### config.mk
export PLATFORM = sky130hd
export DESIGN_NAME = word_clock_face_encoder_flat
export DESIGN_NICKNAME = d
export VERILOG_FILES = /design/src/rtl/wcfe_pkg.sv /design/src/rtl/wcfe_ifs.sv /design/src/rtl/wcfe_front.sv /design/src/rtl/wcfe_fifo.sv /design/src/rtl/wcfe_back.sv /design/src/rtl/word_clock_face_encoder.sv /design/src/flat_wrapper.sv
export SDC_FILE = /design/constraint.sdc
export NUM_CORES = 1
export LEC_CHECK = 0
export ABC_AREA = 0
export BUFFER_PORTS_ARGS = -buffer_cell sky130_fd_sc_hd__buf_2
export CAP_MARGIN = 20
export CORE_ASPECT_RATIO = 2
export CORE_MARGIN = 2
export CORE_UTILIZATION = 40
export CTS_CLUSTER_DIAMETER = 50
export CTS_CLUSTER_SIZE = 24
export DETAILED_ROUTE_END_ITERATION = 10
export GPL_TIMING_DRIVEN = 0
export SYNTH_ARGS = -nofsm -noshare
export SYNTH_HDL_FRONTEND = slang
export SYNTH_HIERARCHICAL = 1
export SYNTH_SLANG_ARGS = --single-unit
### constraint.sdc
create_clock -name clk -period 7.72 [get_ports clk]
set_input_delay 1.158 -clock clk [delete_from_list [all_inputs] [get_ports clk]]
set_output_delay 1.158 -clock clk [all_outputs]
set_load 0.02 [all_outputs]
### src/rtl/wcfe_pkg.sv
`timescale 1ns / 1ps

package wcfe_pkg;

  localparam int unsigned NumRows = 9;
  localparam int unsigned RowW    = 11;

  localparam logic [3:0] LastRow = 4'(NumRows - 1);

  typedef enum logic [1:0] {
    OP_LOAD = 2'd0,
    OP_FWD  = 2'd1,
    OP_BACK = 2'd2
  } wcfe_op_t;

  // time after an item, as handed from front to back
  typedef struct packed {
    logic [4:0] hour;
    logic [5:0] minute;
    logic       wb;
  } wcfe_time_t;

  localparam logic [RowW-1:0] W_IT_IS    = 11'b00000001111;
  localparam logic [RowW-1:0] W_TO       = 11'b00000011000;
  localparam logic [RowW-1:0] W_MIDNIGHT = 11'b00011111111;
  localparam logic [RowW-1:0] W_ONE_TWO  = 11'b01110000000;
  localparam logic [RowW-1:0] W_THREE    = 11'b11111000000;
  localparam logic [RowW-1:0] W_BEER     = 11'b11110000000;
  localparam logic [RowW-1:0] W_FIVE_HR  = 11'b00011110000;
  localparam logic [RowW-1:0] W_OCLOCK   = 11'b11111100000;
  localparam logic [RowW-1:0] W_QUARTER  = 11'b00001111111;
  localparam logic [RowW-1:0] W_TWENTY   = 11'b11111101111;
  localparam logic [RowW-1:0] W_TEN_MIN  = 11'b00001110000;
  localparam logic [RowW-1:0] W_NOON     = 11'b00111100000;
  localparam logic [RowW-1:0] W_PAST     = 11'b00000001111;
  localparam logic [RowW-1:0] W_FOUR     = 11'b00000001111;
  localparam logic [RowW-1:0] W_FIVE_MIN = 11'b00000001111;
  localparam logic [RowW-1:0] W_SIX      = 11'b11100000000;
  localparam logic [RowW-1:0] W_SEVEN    = 11'b00000011111;
  localparam logic [RowW-1:0] W_EIGHT    = 11'b11111000000;
  localparam logic [RowW-1:0] W_NINE     = 11'b00000111100;
  localparam logic [RowW-1:0] W_TEN_HR   = 11'b00000000111;
  localparam logic [RowW-1:0] W_ELEVEN   = 11'b00000111111;
  localparam logic [RowW-1:0] W_HALF     = 11'b11110000000;

endpackage

### src/rtl/wcfe_ifs.sv
`timescale 1ns / 1ps

interface wcfe_in_if;
  logic       valid;
  logic       ready;
  logic [1:0] op;
  logic [6:0] minute_bcd;
  logic [5:0] hour_bcd;

  modport source (output valid, op, minute_bcd, hour_bcd, input ready);
  modport sink   (input valid, op, minute_bcd, hour_bcd, output ready);
endinterface

interface wcfe_out_if;
  logic        valid;
  logic        ready;
  logic [3:0]  row_index;
  logic [10:0] row_bits;
  logic        last;
  logic        write_back;
  logic [5:0]  hour_out_bcd;
  logic [6:0]  minute_out_bcd;

  modport source (output valid, row_index, row_bits, last, write_back, hour_out_bcd,
                  minute_out_bcd, input ready);
  modport sink   (input valid, row_index, row_bits, last, write_back, hour_out_bcd,
                  minute_out_bcd, output ready);
endinterface

### src/rtl/wcfe_front.sv
`timescale 1ns / 1ps

module wcfe_front (
  input  logic               clk,
  input  logic               rst_n,
  wcfe_in_if.sink            in_ch,
  output logic               push_valid,
  input  logic               push_ready,
  output wcfe_pkg::wcfe_time_t push_data
);

  logic [4:0] hour_r,   hour_nxt;
  logic [5:0] minute_r, minute_nxt;
  logic       wb;
  logic [5:0] h_dec;
  logic [6:0] m_dec;
  logic [9:0] prod;
  logic [3:0] quint;
  logic       accept;

  assign h_dec  = 6'(in_ch.hour_bcd[5:4]) * 6'd10 + 6'(in_ch.hour_bcd[3:0]);
  assign m_dec  = 7'(in_ch.minute_bcd[6:4]) * 7'd10 + 7'(in_ch.minute_bcd[3:0]);
  // minute / 5 via reciprocal, exact for minute < 64
  assign prod   = 10'(minute_r) * 10'd13;
  assign quint  = prod[9:6];
  assign accept = in_ch.valid && push_ready;

  always_comb begin
    hour_nxt   = hour_r;
    minute_nxt = minute_r;
    wb         = 1'b0;
    case (in_ch.op)
      wcfe_pkg::OP_LOAD: begin
        hour_nxt   = (h_dec > 6'd23) ? 5'd23 : h_dec[4:0];
        minute_nxt = (m_dec > 7'd59) ? 6'd59 : m_dec[5:0];
      end
      wcfe_pkg::OP_FWD: begin
        wb = 1'b1;
        if (minute_r > 6'd54) begin
          hour_nxt   = (hour_r == 5'd23) ? 5'd0 : hour_r + 5'd1;
          minute_nxt = 6'd0;
        end else begin
          minute_nxt = 6'({quint, 2'b00} + 6'(quint)) + 6'd5;
        end
      end
      wcfe_pkg::OP_BACK: begin
        wb = 1'b1;
        if (minute_r < 6'd5) begin
          hour_nxt   = (hour_r == 5'd0) ? 5'd23 : hour_r - 5'd1;
          minute_nxt = 6'd55;
        end else begin
          minute_nxt = 6'({quint, 2'b00} + 6'(quint)) - 6'd5;
        end
      end
      default: begin
      end
    endcase
  end

  always_ff @(posedge clk) begin
    if (!rst_n) begin
      hour_r   <= 5'd0;
      minute_r <= 6'd0;
    end else if (accept) begin
      hour_r   <= hour_nxt;
      minute_r <= minute_nxt;
    end
  end

  assign in_ch.ready      = push_ready;
  assign push_valid       = in_ch.valid;
  assign push_data.hour   = hour_nxt;
  assign push_data.minute = minute_nxt;
  assign push_data.wb     = wb;

endmodule

### src/rtl/wcfe_fifo.sv
`timescale 1ns / 1ps

module wcfe_fifo (
  input  logic                 clk,
  input  logic                 rst_n,
  input  logic                 push_valid,
  output logic                 push_ready,
  input  wcfe_pkg::wcfe_time_t push_data,
  output logic                 pop_valid,
  input  logic                 pop_ready,
  output wcfe_pkg::wcfe_time_t pop_data
);

  wcfe_pkg::wcfe_time_t mem_r [2];
  logic       wr_ptr_r, rd_ptr_r;
  logic [1:0] cnt_r;
  logic       push, pop;

  assign push_ready = (cnt_r != 2'd2);
  assign pop_valid  = (cnt_r != 2'd0);
  assign pop_data   = mem_r[rd_ptr_r];
  assign push       = push_valid && push_ready;
  assign pop        = pop_valid && pop_ready;

  always_ff @(posedge clk) begin
    if (push) begin
      mem_r[wr_ptr_r] <= push_data;
    end
  end

  always_ff @(posedge clk) begin
    if (!rst_n) begin
      wr_ptr_r <= 1'b0;
      rd_ptr_r <= 1'b0;
      cnt_r    <= 2'd0;
    end else begin
      if (push) begin
        wr_ptr_r <= ~wr_ptr_r;
      end
      if (pop) begin
        rd_ptr_r <= ~rd_ptr_r;
      end
      cnt_r <= cnt_r + 2'(push) - 2'(pop);
    end
  end

endmodule

### src/rtl/wcfe_back.sv
`timescale 1ns / 1ps

module wcfe_back (
  input  logic                 clk,
  input  logic                 rst_n,
  input  logic                 pop_valid,
  output logic                 pop_ready,
  input  wcfe_pkg::wcfe_time_t pop_data,
  wcfe_out_if.source           out_ch
);

  wcfe_pkg::wcfe_time_t entry_r;
  logic        have_r;
  logic [3:0]  row_r;
  logic        out_valid_r;
  logic [3:0]  out_row_r;
  logic [10:0] out_bits_r;
  logic        out_last_r;
  logic        out_wb_r;
  logic [5:0]  out_hour_r;
  logic [6:0]  out_min_r;

  logic [10:0] rows [wcfe_pkg::NumRows];
  logic [4:0]  h;
  logic [5:0]  m;
  logic        advance, run_end;
  logic [5:0]  hour_bcd;
  logic [6:0]  min_bcd;
  logic [1:0]  h_tens;
  logic [2:0]  m_tens;

  assign m = entry_r.minute;

  always_comb begin
    for (int i = 0; i < wcfe_pkg::NumRows; i++) begin
      rows[i] = '0;
    end
    rows[0] = wcfe_pkg::W_IT_IS;
    h = entry_r.hour;
    if (m > 6'd4 && m < 6'd35) begin
      rows[3] = wcfe_pkg::W_PAST;
    end else if (m > 6'd34) begin
      rows[3] = wcfe_pkg::W_TO;
      h = (entry_r.hour == 5'd23) ? 5'd0 : entry_r.hour + 5'd1;
    end
    case (h)
      5'd0: rows[6] = wcfe_pkg::W_MIDNIGHT;
      5'd1, 5'd13: rows[7] = wcfe_pkg::W_ONE_TWO;
      5'd2, 5'd14: rows[6] = wcfe_pkg::W_ONE_TWO;
      5'd3, 5'd15: rows[4] = wcfe_pkg::W_THREE;
      5'd4, 5'd16: rows[5] = wcfe_pkg::W_FOUR;
      5'd5, 5'd17: begin
        if (entry_r.hour == 5'd17 && m < 6'd5) begin
          rows[2] = wcfe_pkg::W_BEER;
        end else begin
          rows[5] = wcfe_pkg::W_FIVE_HR;
        end
      end
      5'd6, 5'd18: rows[5] = wcfe_pkg::W_SIX;
      5'd7, 5'd19: rows[8] = wcfe_pkg::W_SEVEN;
      5'd8, 5'd20: rows[3] = rows[3] | wcfe_pkg::W_EIGHT;
      5'd9, 5'd21: rows[4] = wcfe_pkg::W_NINE;
      5'd10, 5'd22: rows[4] = wcfe_pkg::W_TEN_HR;
      5'd11, 5'd23: rows[7] = wcfe_pkg::W_ELEVEN;
      5'd12: rows[7] = wcfe_pkg::W_NOON;
      default: begin
      end
    endcase
    if (m < 6'd5 && h != 5'd12 && h != 5'd0) begin
      rows[8] = rows[8] | wcfe_pkg::W_OCLOCK;
    end else if ((m > 6'd4 && m < 6'd10) || m > 6'd54) begin
      rows[2] = wcfe_pkg::W_FIVE_MIN;
    end else if ((m > 6'd9 && m < 6'd15) || (m > 6'd49 && m < 6'd55)) begin
      rows[2] = wcfe_pkg::W_TEN_MIN;
    end else if ((m > 6'd14 && m < 6'd20) || (m > 6'd44 && m < 6'd50)) begin
      rows[1] = wcfe_pkg::W_QUARTER;
    end else if ((m > 6'd19 && m < 6'd25) || (m > 6'd39 && m < 6'd45)) begin
      rows[0] = wcfe_pkg::W_TWENTY;
    end else if ((m > 6'd24 && m < 6'd30) || (m > 6'd34 && m < 6'd40)) begin
      rows[0] = wcfe_pkg::W_TWENTY;
      rows[2] = wcfe_pkg::W_FIVE_MIN;
    end else if (m > 6'd29 && m < 6'd35) begin
      rows[1] = wcfe_pkg::W_HALF;
    end
  end

  // BCD for the clock chip, values known to be below 24 and 60
  always_comb begin
    h_tens = (entry_r.hour >= 5'd20) ? 2'd2 : (entry_r.hour >= 5'd10) ? 2'd1 : 2'd0;
    if (m >= 6'd50) begin
      m_tens = 3'd5;
    end else if (m >= 6'd40) begin
      m_tens = 3'd4;
    end else if (m >= 6'd30) begin
      m_tens = 3'd3;
    end else if (m >= 6'd20) begin
      m_tens = 3'd2;
    end else if (m >= 6'd10) begin
      m_tens = 3'd1;
    end else begin
      m_tens = 3'd0;
    end
    hour_bcd = {h_tens, 4'(entry_r.hour - 5'(h_tens) * 5'd10)};
    min_bcd  = {m_tens, 4'(m - 6'(m_tens) * 6'd10)};
  end

  assign advance   = !out_valid_r || out_ch.ready;
  assign run_end   = have_r && (row_r == wcfe_pkg::LastRow);
  assign pop_ready = advance && (run_end || !have_r);

  always_ff @(posedge clk) begin
    if (!rst_n) begin
      have_r      <= 1'b0;
      row_r       <= 4'd0;
      out_valid_r <= 1'b0;
    end else if (advance) begin
      out_valid_r <= have_r;
      if (!have_r || run_end) begin
        have_r <= pop_valid;
        row_r  <= 4'd0;
      end else begin
        row_r <= row_r + 4'd1;
      end
    end
  end

  always_ff @(posedge clk) begin
    if (pop_valid && pop_ready) begin
      entry_r <= pop_data;
    end
    if (advance && have_r) begin
      out_row_r  <= row_r;
      out_bits_r <= rows[row_r];
      out_last_r <= (row_r == wcfe_pkg::LastRow);
      out_wb_r   <= entry_r.wb;
      out_hour_r <= hour_bcd;
      out_min_r  <= min_bcd;
    end
  end

  assign out_ch.valid          = out_valid_r;
  assign out_ch.row_index      = out_row_r;
  assign out_ch.row_bits       = out_bits_r;
  assign out_ch.last           = out_last_r;
  assign out_ch.write_back     = out_wb_r;
  assign out_ch.hour_out_bcd   = out_hour_r;
  assign out_ch.minute_out_bcd = out_min_r;

`ifndef SYNTH
  a_row_follows: assert property (@(posedge clk) disable iff (!rst_n)
    out_valid_r && out_ch.ready && !out_last_r |=>
      out_valid_r && out_row_r == $past(out_row_r) + 4'd1)
    else $error("row sequence broken inside a run");

  a_run_time_held: assert property (@(posedge clk) disable iff (!rst_n)
    out_valid_r && out_ch.ready && !out_last_r |=>
      $stable(out_hour_r) && $stable(out_min_r) && $stable(out_wb_r))
    else $error("time changed inside a run");

  a_run_starts: assert property (@(posedge clk) disable iff (!rst_n)
    out_valid_r && out_ch.ready && out_last_r |=>
      !out_valid_r || out_row_r == 4'd0)
    else $error("run did not start at row zero");

  a_last_row: assert property (@(posedge clk) disable iff (!rst_n)
    out_valid_r |-> (out_last_r == (out_row_r == wcfe_pkg::LastRow)))
    else $error("last flag off the final row");
`endif

endmodule

### src/rtl/word_clock_face_encoder.sv
`timescale 1ns / 1ps

// Word clock face encoder.
// in_ch: one beat per command (BCD load, one 5-min mark forward or back, no-op).
// out_ch: nine beats per command, rows 0..8 of the LED grid in order, last on row 8.
//   Every beat also carries write_back and the current time in BCD.
// The front updates the time and writes it into a two-entry queue; the back
// loads the queue head into its entry register and renders its rows into an
// output register, one row per cycle while out_ch.ready allows; the single
// result channel carries one command's rows at a time, and up to two commands
// can wait in the queue.
// Reset: synchronous, active low; time returns to 00:00, queue and output
// register empty, no beat pending.
// Stall: when out_ch.ready is low the row held in the output register stays;
// the front keeps taking commands until the queue is full, then drops in_ch.ready.
module word_clock_face_encoder (
  input  logic        clk,
  input  logic        rst_n,
  wcfe_in_if.sink     in_ch,
  wcfe_out_if.source  out_ch
);

  logic                 push_valid, push_ready;
  logic                 pop_valid, pop_ready;
  wcfe_pkg::wcfe_time_t push_data, pop_data;

  wcfe_front u_front (
    .clk        (clk),
    .rst_n      (rst_n),
    .in_ch      (in_ch),
    .push_valid (push_valid),
    .push_ready (push_ready),
    .push_data  (push_data)
  );

  wcfe_fifo u_fifo (
    .clk        (clk),
    .rst_n      (rst_n),
    .push_valid (push_valid),
    .push_ready (push_ready),
    .push_data  (push_data),
    .pop_valid  (pop_valid),
    .pop_ready  (pop_ready),
    .pop_data   (pop_data)
  );

  wcfe_back u_back (
    .clk       (clk),
    .rst_n     (rst_n),
    .pop_valid (pop_valid),
    .pop_ready (pop_ready),
    .pop_data  (pop_data),
    .out_ch    (out_ch)
  );

endmodule

### src/flat_wrapper.sv
// flat-port wrapper written by rule: the top's interface ports become plain ports
module word_clock_face_encoder_flat 
  (clk, rst_n, in_ch_valid, in_ch_op, in_ch_minute_bcd, in_ch_hour_bcd, in_ch_ready, out_ch_valid, out_ch_row_index, out_ch_row_bits, out_ch_last, out_ch_write_back, out_ch_hour_out_bcd, out_ch_minute_out_bcd, out_ch_ready);
  wcfe_in_if in_ch_i ();
  wcfe_out_if out_ch_i ();
  input  logic clk;
  input  logic rst_n;
  input wire logic [$bits(in_ch_i.valid)-1:0] in_ch_valid;
  input wire logic [$bits(in_ch_i.op)-1:0] in_ch_op;
  input wire logic [$bits(in_ch_i.minute_bcd)-1:0] in_ch_minute_bcd;
  input wire logic [$bits(in_ch_i.hour_bcd)-1:0] in_ch_hour_bcd;
  output wire logic [$bits(in_ch_i.ready)-1:0] in_ch_ready;
  output wire logic [$bits(out_ch_i.valid)-1:0] out_ch_valid;
  output wire logic [$bits(out_ch_i.row_index)-1:0] out_ch_row_index;
  output wire logic [$bits(out_ch_i.row_bits)-1:0] out_ch_row_bits;
  output wire logic [$bits(out_ch_i.last)-1:0] out_ch_last;
  output wire logic [$bits(out_ch_i.write_back)-1:0] out_ch_write_back;
  output wire logic [$bits(out_ch_i.hour_out_bcd)-1:0] out_ch_hour_out_bcd;
  output wire logic [$bits(out_ch_i.minute_out_bcd)-1:0] out_ch_minute_out_bcd;
  input wire logic [$bits(out_ch_i.ready)-1:0] out_ch_ready;
  assign in_ch_i.valid = in_ch_valid;
  assign in_ch_i.op = in_ch_op;
  assign in_ch_i.minute_bcd = in_ch_minute_bcd;
  assign in_ch_i.hour_bcd = in_ch_hour_bcd;
  assign in_ch_ready = in_ch_i.ready;
  assign out_ch_valid = out_ch_i.valid;
  assign out_ch_row_index = out_ch_i.row_index;
  assign out_ch_row_bits = out_ch_i.row_bits;
  assign out_ch_last = out_ch_i.last;
  assign out_ch_write_back = out_ch_i.write_back;
  assign out_ch_hour_out_bcd = out_ch_i.hour_out_bcd;
  assign out_ch_minute_out_bcd = out_ch_i.minute_out_bcd;
  assign out_ch_i.ready = out_ch_ready;
  word_clock_face_encoder u_core (.clk(clk), .rst_n(rst_n), .in_ch(in_ch_i), .out_ch(out_ch_i));
endmodule
======== Yosys cells after proc, flatten, opt, wreduce, memory -nomap -nowiden ========
Memories as Yosys holds them, arrays and structs flattened. A register that Yosys moved wholly into a read port is not among the register bits.
Index checks and enable logic that the tools add are counted.
word-level totals
  flip-flop bits (word level) ............. 51
  memory bits (writable) .................. 24
  bits of input ports ..................... 19
  output and inout port bits .............. 32
  word-level logic and storage cells ...... 200
  memories kept ........................... 1
cells by class
  add/sub/neg operators ................... 13
  multiply operators ...................... 5
  magnitude comparators ................... 34
  equality and inequality tests ........... 31
  mux-type cells .......................... 53
  bitwise operators ....................... 3
  reductions and logical operators ........ 46
memory list
  memory               words  width  rd ports  clocked after memory_dff  write ports  RTL line         RTL
  u_core.u_fifo.mem_r  2      12     1         1                         1            wcfe_fifo.sv:14  wcfe_pkg::wcfe_time_t mem_r [2];
operators with widths
  cell                                                                              count
  11-bit two-way mux                                                                17
  22-bit two-way mux                                                                3
  11-bit one-hot mux with 3 select lines                                            2
  5-bit == test (second input constant)                                             11
  5-bit two-way mux                                                                 10
  11-bit binary-select mux with 4-bit select                                        1
  5-bit by 4-bit == test with 1-bit output (second input constant)                  8
  6-bit greater-than comparator (second input constant)                             6
  33-bit two-way mux                                                                1
  6-bit < comparator (second input constant)                                        5
  10-bit one-hot mux with 3 select lines                                            1
  6-bit by 5-bit greater-than comparator with 1-bit output (second input constant)  4
  2-bit OR reduction                                                                12
  5-bit by 3-bit == test with 1-bit output (second input constant)                  4
  10-bit one-hot mux with 2 select lines                                            1
  1-bit logical AND                                                                 19
  6-bit by 5-bit < comparator with 1-bit output (second input constant)             3
  6-bit two-way mux                                                                 3
  6-bit one-hot mux with 3 select lines                                             1
  5-bit one-hot mux with 3 select lines                                             1
  6-bit by 4-bit adder with 6-bit output                                            2
  6-bit by 5-bit >= comparator with 1-bit output (second input constant)            2
  6-bit >= comparator (second input constant)                                       2
  6-bit by 4-bit greater-than comparator with 1-bit output (second input constant)  2
  42 further kinds                                                                  64

======== Logic depth before layout (Yosys ltp) ========
  word-level depth ........................ 16
  depth in mapped cells ................... 18
  gate-level depth less buffers ........... 18

======== Modules after synthesis ========
Netlist, hierarchy kept.
modules (own cells, without submodules)
  module      times used  cells each  area each (um2)  seq. area each (um2)
  wcfe_back   1           320         3205.6           1351.3
  wcfe_front  1           277         2238.4           220.2
  wcfe_fifo   1           61          1098.6           820.8

======== Worst setup path after synthesis ========
No wires, ideal clock.
  path type ............................... register to register
  from .................................... register u_core.u_front.minute_r[3]
  to ...................................... memory u_core/u_fifo/mem_r[0][6] (netlist bit), data pin
  data arrival time ....................... 4016 ps
  path slack .............................. 3427 ps
  cell stages (with the launch flop) ...... 19
  buffers on the path ..................... 0
  clock period less this slack ............ 4293 ps
  cells stage by stage .................... dfxtp_1 > inv_1 > ha_1 > inv_1 > fa_1 > ha_1 > nor3_2 > a2111oi_4 > o21ai_0 > nand2_1 > xnor2_1 > ha_1 > a21oi_1 > a221oi_1 > o311ai_2 > o21a_2 > or2_1 > a2111oi_2 > a22oi_1
RTL lines
  item                    RTL line          RTL
  start, declared         wcfe_front.sv:13  logic [5:0] minute_r, minute_nxt;
  start signal, assigned  wcfe_front.sv:66  minute_r <= minute_nxt;
  end, declared           wcfe_fifo.sv:14

==> impl_metrics.toml <==
[clocking]
cts_buffers = 9
cts_root_buf = "clkbuf_16"
cts-resized-gates = 0
cts_setup_buffers = 0
clockBufferDepth = 2
cts_hold_buf = 0
clkTransAtPathRegs_ns = 0.07
h-tree-depth = 3
clock-sinks = 87
cts_tree = "yes"
clock_latency_ns = 0.35

[yosys]
syn-num-nets = 730
async_flop_share = 0
yosys_register_bits = 87
seq_area_frac_synth = 0.366
avgSynthCellArea_um2 = 9.94
synth_cell_type_count = 94
mappedNetlistArea_um2 = 6540
ys_warn_count = 6
synth_flop_cell = "edfxtp_1"
synth_edf_count = 65
syn_inst = 658

[route]
wl_per_cell_um = 15.9
drt_wl_total_um = 14800
drt-vias-per-instance = 5.60
route.detailed.drc = 0
firstDrtPassIters = 5
vias = 5212
antenna_left = 0
first_iter_violations = 336

[worst_hold_path]
hold_path_depth = 0
hold_path.class = "flop to flop"
min_from = "u_core/u_back/entry_r[0]$_DFFE_PP_"
min_to = "u_core/u_back/out_ch.write_back$_DFFE_PP_"

[cells_and_area]
antenna_cells = 0
nFillCells = 1558
layout-drive-gt1-share = 0.197
multi_input_area_um2 = 3680
seq_area_um2 = 2390
syn_to_final_growth_pct = 12.7
nets = 793
final_cells = 930

[critical_path]
r2r_slack_ns = 2.86
cpMaxStageDelayCell = "fa_1"
rr_worst_depth = 18
crit_buf_inv = 2
critPathArrivalTime_ns = 4.92
slowest_delay_ns = 0.51
cp_top_family = "compound AO/OA/AOI/OAI gates"
rr_startpoint = "u_core/u_front/minute_r[3]$_SDFFE_PN0P_"
path_cells = "inv_1, ha_1, inv_1, fa_1, ha_1, nor3_2, a2111oi_4, o21ai_0, nand2_1, xnor2_1, ha_1, a21oi_1, a221oi_1, o311ai_2, o21a_2, or2_1, a2111oi_2, a22oi_1"
cp_max_fo = 6
crit_top_cell = "ha_1"
required_ns = 7.78
critPathKind = "flop to flop"
start_kind = "flop"
cp-end-kind = "flop"
r2r-end = "u_core/u_fifo/mem_r[0][6]$_DFFE_PP_"

[sta]
worst_pin_slew_ns = 0.993
min_period_ns = 4.86
slew_headroom = 0.336
setup_tns_ns = 0
setup_violations = 0
finalHoldViolations = 0
final_max_slew_viol_count = 0
rsz0062_at_grt = "false"
fin_skew_ns = 0.00923
post-route-period-util = 0.630
clock.fmax_ghz = 0.206

[global_route]
grt_pass1_wl_um = 24200
track_usage = 0.173
grt_start_max_net_pins = 21
antenna_found_initial = 0
grt.met2_usage = 0.285
busiest_layer = "met2"
met3_usage = 0.0297
gr-usage-met1 = 0.235
grt_pass1_vias = 4923
globalRouteOverflowTotal = 0

[pwr]
power_leakage_nw = 2.90
p_per_area_nw_per_um2 = 350
ir_drop_v = 0.000197

[placement]
dp_hpwl_um = 11200
dp_cells = 913
io_buffers = 50
gp_congestion = 0.910

[floorplanning]
ios = 51
die_w_um = 94.4
fp.dieH_um = 185
design.die.area_um2 = 17500
initial_utilization = 0.406
coreArea_um2 = 16100
fp-row-count = 66

[run]
maxCapViolations = 0

[status]
status = "completed"
-- per-stage QoR --
| stage | power, mW | utilization | worst slack (ns) | hold slack [ns] | cell area [um2] |
|---|---|---|---|---|---|
| floorplan | 1.82 | - | 3.43 | 0.400 | 6540 |
| global placement | 2.13 | 0.438 | 2.93 | 0.429 | 7050 |
| detailed placement | 2.15 | 0.439 | 2.87 | 0.426 | 7080 |
| CTS | 2.60 | 0.458 | 2.85 | 0.449 | 7370 |
| global route | 2.78 | 0.458 | 2.44 | 0.454 | 7380 |
| finish | 2.58 | 0.458 | 2.86 | 0.442 | 7380 |
-- synthesized netlist by cell type (3+ instances only) --
cell / n / share of area
edfxtp_1: 65 / 0.30
nand2_1: 48 / 0.028
ha_1: 46 / 0.088
inv_1: 44 / 0.025
o21ai_0: 42 / 0.032
a21oi_1: 39 / 0.030
nor2_1: 31 / 0.018
dfxtp_1: 22 / 0.067
xnor2_1: 18 / 0.024
clkbuf_1: 17 / 0.0098
nand3_1: 15 / 0.011
mux2_2: 12 / 0.021
a211oi_1: 11 / 0.013
and2_1: 11 / 0.011
nor2b_1: 10 / 0.0096
nor3_1: 10 / 0.0076
nand2b_1: 9 / 0.0086
o21a_1: 9 / 0.010
a21o_1: 8 / 0.0092
clkbuf_8: 8 / 0.017
a31oi_1: 7 / 0.0067
fa_1: 7 / 0.021
nand4_1: 7 / 0.0067
o211ai_1: 7 / 0.0080
xor2_1: 7 / 0.0094
a21boi_0: 6 / 0.0069
buf_6: 6 / 0.010
nor4_1: 6 / 0.0057
a2bb2oi_1: 5 / 0.0067
and3_1: 5 / 0.0048
buf_4: 5 / 0.0057
a221oi_1: 4 / 0.0054
a32oi_1: 4 / 0.0054
buf_2: 4 / 0.0031
nor3_2: 4 / 0.0061
o211a_1: 4 / 0.0061
o22ai_1: 4 / 0.0038
o31ai_1: 4 / 0.0046
a2111o_1: 3 / 0.0052
a211oi_2: 3 / 0.0057
a31o_2: 3 / 0.0040
mux2i_1: 3 / 0.0046
nor4b_1: 3 / 0.0040
o32a_1: 3 / 0.0046
-- worst register-to-register path: stages (launching register included) --
cell       delay, ns
dfxtp_1         0.45
inv_1           0.13
ha_1            0.31
inv_1           0.05
fa_1            0.51
ha_1            0.29
nor3_2          0.11
a2111oi_4       0.42
o21ai_0         0.13
nand2_1         0.10
xnor2_1         0.10
ha_1            0.31
a21oi_1         0.07
a221oi_1        0.32
o311ai_2        0.20
o21a_2          0.28
or2_1           0.23
a2111oi_2       0.42
a22oi_1         0.16
-- power by group --
part           total [mW]  internal (mW)  switching (mW)  leakage, nW
Sequential          0.793          0.713          0.0798        0.791
Combinational        1.35          0.547           0.807         1.96
Clock               0.433          0.242           0.191        0.147
Total                2.58           1.50            1.08         2.90
-- final cells by class --
type                       instances  area share
buffer                            41      0.0411
clock buffer                      11      0.0344
clock inverter                     5     0.00526
inverter                          44      0.0224
multi-input combinational        486       0.499
sequential                        87       0.324
tap                              204      0.0346
timing repair buffer              52      0.0387
-- placed cells by master, fill, tap and decap left out, types with 5 or more instances in the layout --
master	synthesis	routed
a211oi_1	11	11
a21boi_0	6	6
a21o_1	8	8
a21oi_1	39	39
a2bb2oi_1	5	5
a31oi_1	7	7
and2_1	11	11
and3_1	5	5
buf_2	4	54
buf_4	5	6
buf_6	6	6
clkbuf_1	17	18
clkbuf_16	0	10
clkbuf_8	8	8
dfxtp_1	22	22
edfxtp_1	65	65
fa_1	7	7
ha_1	46	46
inv_1	44	44
mux2_2	12	12
nand2_1	48	48
nand2b_1	9	9
nand3_1	15	15
nand4_1	7	7
nor2_1	31	31
nor2b_1	10	10
nor3_1	10	10
nor4_1	6	6
o211ai_1	7	7
o21a_1	9	9
o21ai_0	42	42
xnor2_1	18	18
xor2_1	7	7
-- worst max path at each step --
stage,startpoint,end,cells after the start,slack (ns)
after floorplan,u_core/u_front/minute_r[3]$_SDFFE_PN0P_,u_core/u_fifo/mem_r[0][6]$_DFFE_PP_,18,3.43
after global placement,u_core/u_front/minute_r[3]$_SDFFE_PN0P_,u_core/u_fifo/mem_r[0][6]$_DFFE_PP_,18,2.93
after detailed placement,u_core/u_front/minute_r[3]$_SDFFE_PN0P_,u_core/u_fifo/mem_r[1][6]$_DFFE_PP_,18,2.87
after CTS,u_core/u_front/minute_r[3]$_SDFFE_PN0P_,u_core/u_fifo/mem_r[0][6]$_DFFE_PP_,18,2.85
after global routing,u_core/u_front/minute_r[3]$_SDFFE_PN0P_,u_core/u_fifo/mem_r[1][6]$_DFFE_PP_,18,2.44
final,u_core/u_front/minute_r[3]$_SDFFE_PN0P_,u_core/u_fifo/mem_r[0][6]$_DFFE_PP_,18,2.86
-- kinds of logic after synthesis --
kind of cell | after synthesis | synth area share
muxes | 15 | 0.0252
and+or+nand+nor | 186 | 0.159
AOI/OAI and AO/OA | 205 | 0.230
adders and majority gates | 54 | 0.111
xor gates and xnor gates | 26 | 0.0377
buffers and inverters | 85 | 0.0715
DFF | 87 | 0.366
-- registers in the layout, summed over array words and instances, names as in the netlist, 2 cells and up, named ones only --
register                             count
u_core/u_back/out_ch.row_index           4
u_core/u_front/hour_r                    5
u_core/u_fifo/cnt_r                      2
u_core/u_back/out_ch.hour_out_bcd        6
u_core/u_back/entry_r                    6
u_core/u_back/row_r                      4
u_core/u_back/out_ch.row_bits           10
u_core/u_fifo/mem_r                     24
u_core/u_back/m                          6
u_core/u_front/minute_r                  6
u_core/u_back/out_ch.minute_out_bcd      7
-- metal layers --
layer	vias to the layer above	routed length (um)
li1	2593	-
met1	2452	6930
met2	144	7020
met3	23	614
met4	0	222
met5	-	0
Note: power is estimated with default switching activity, not from simulation.
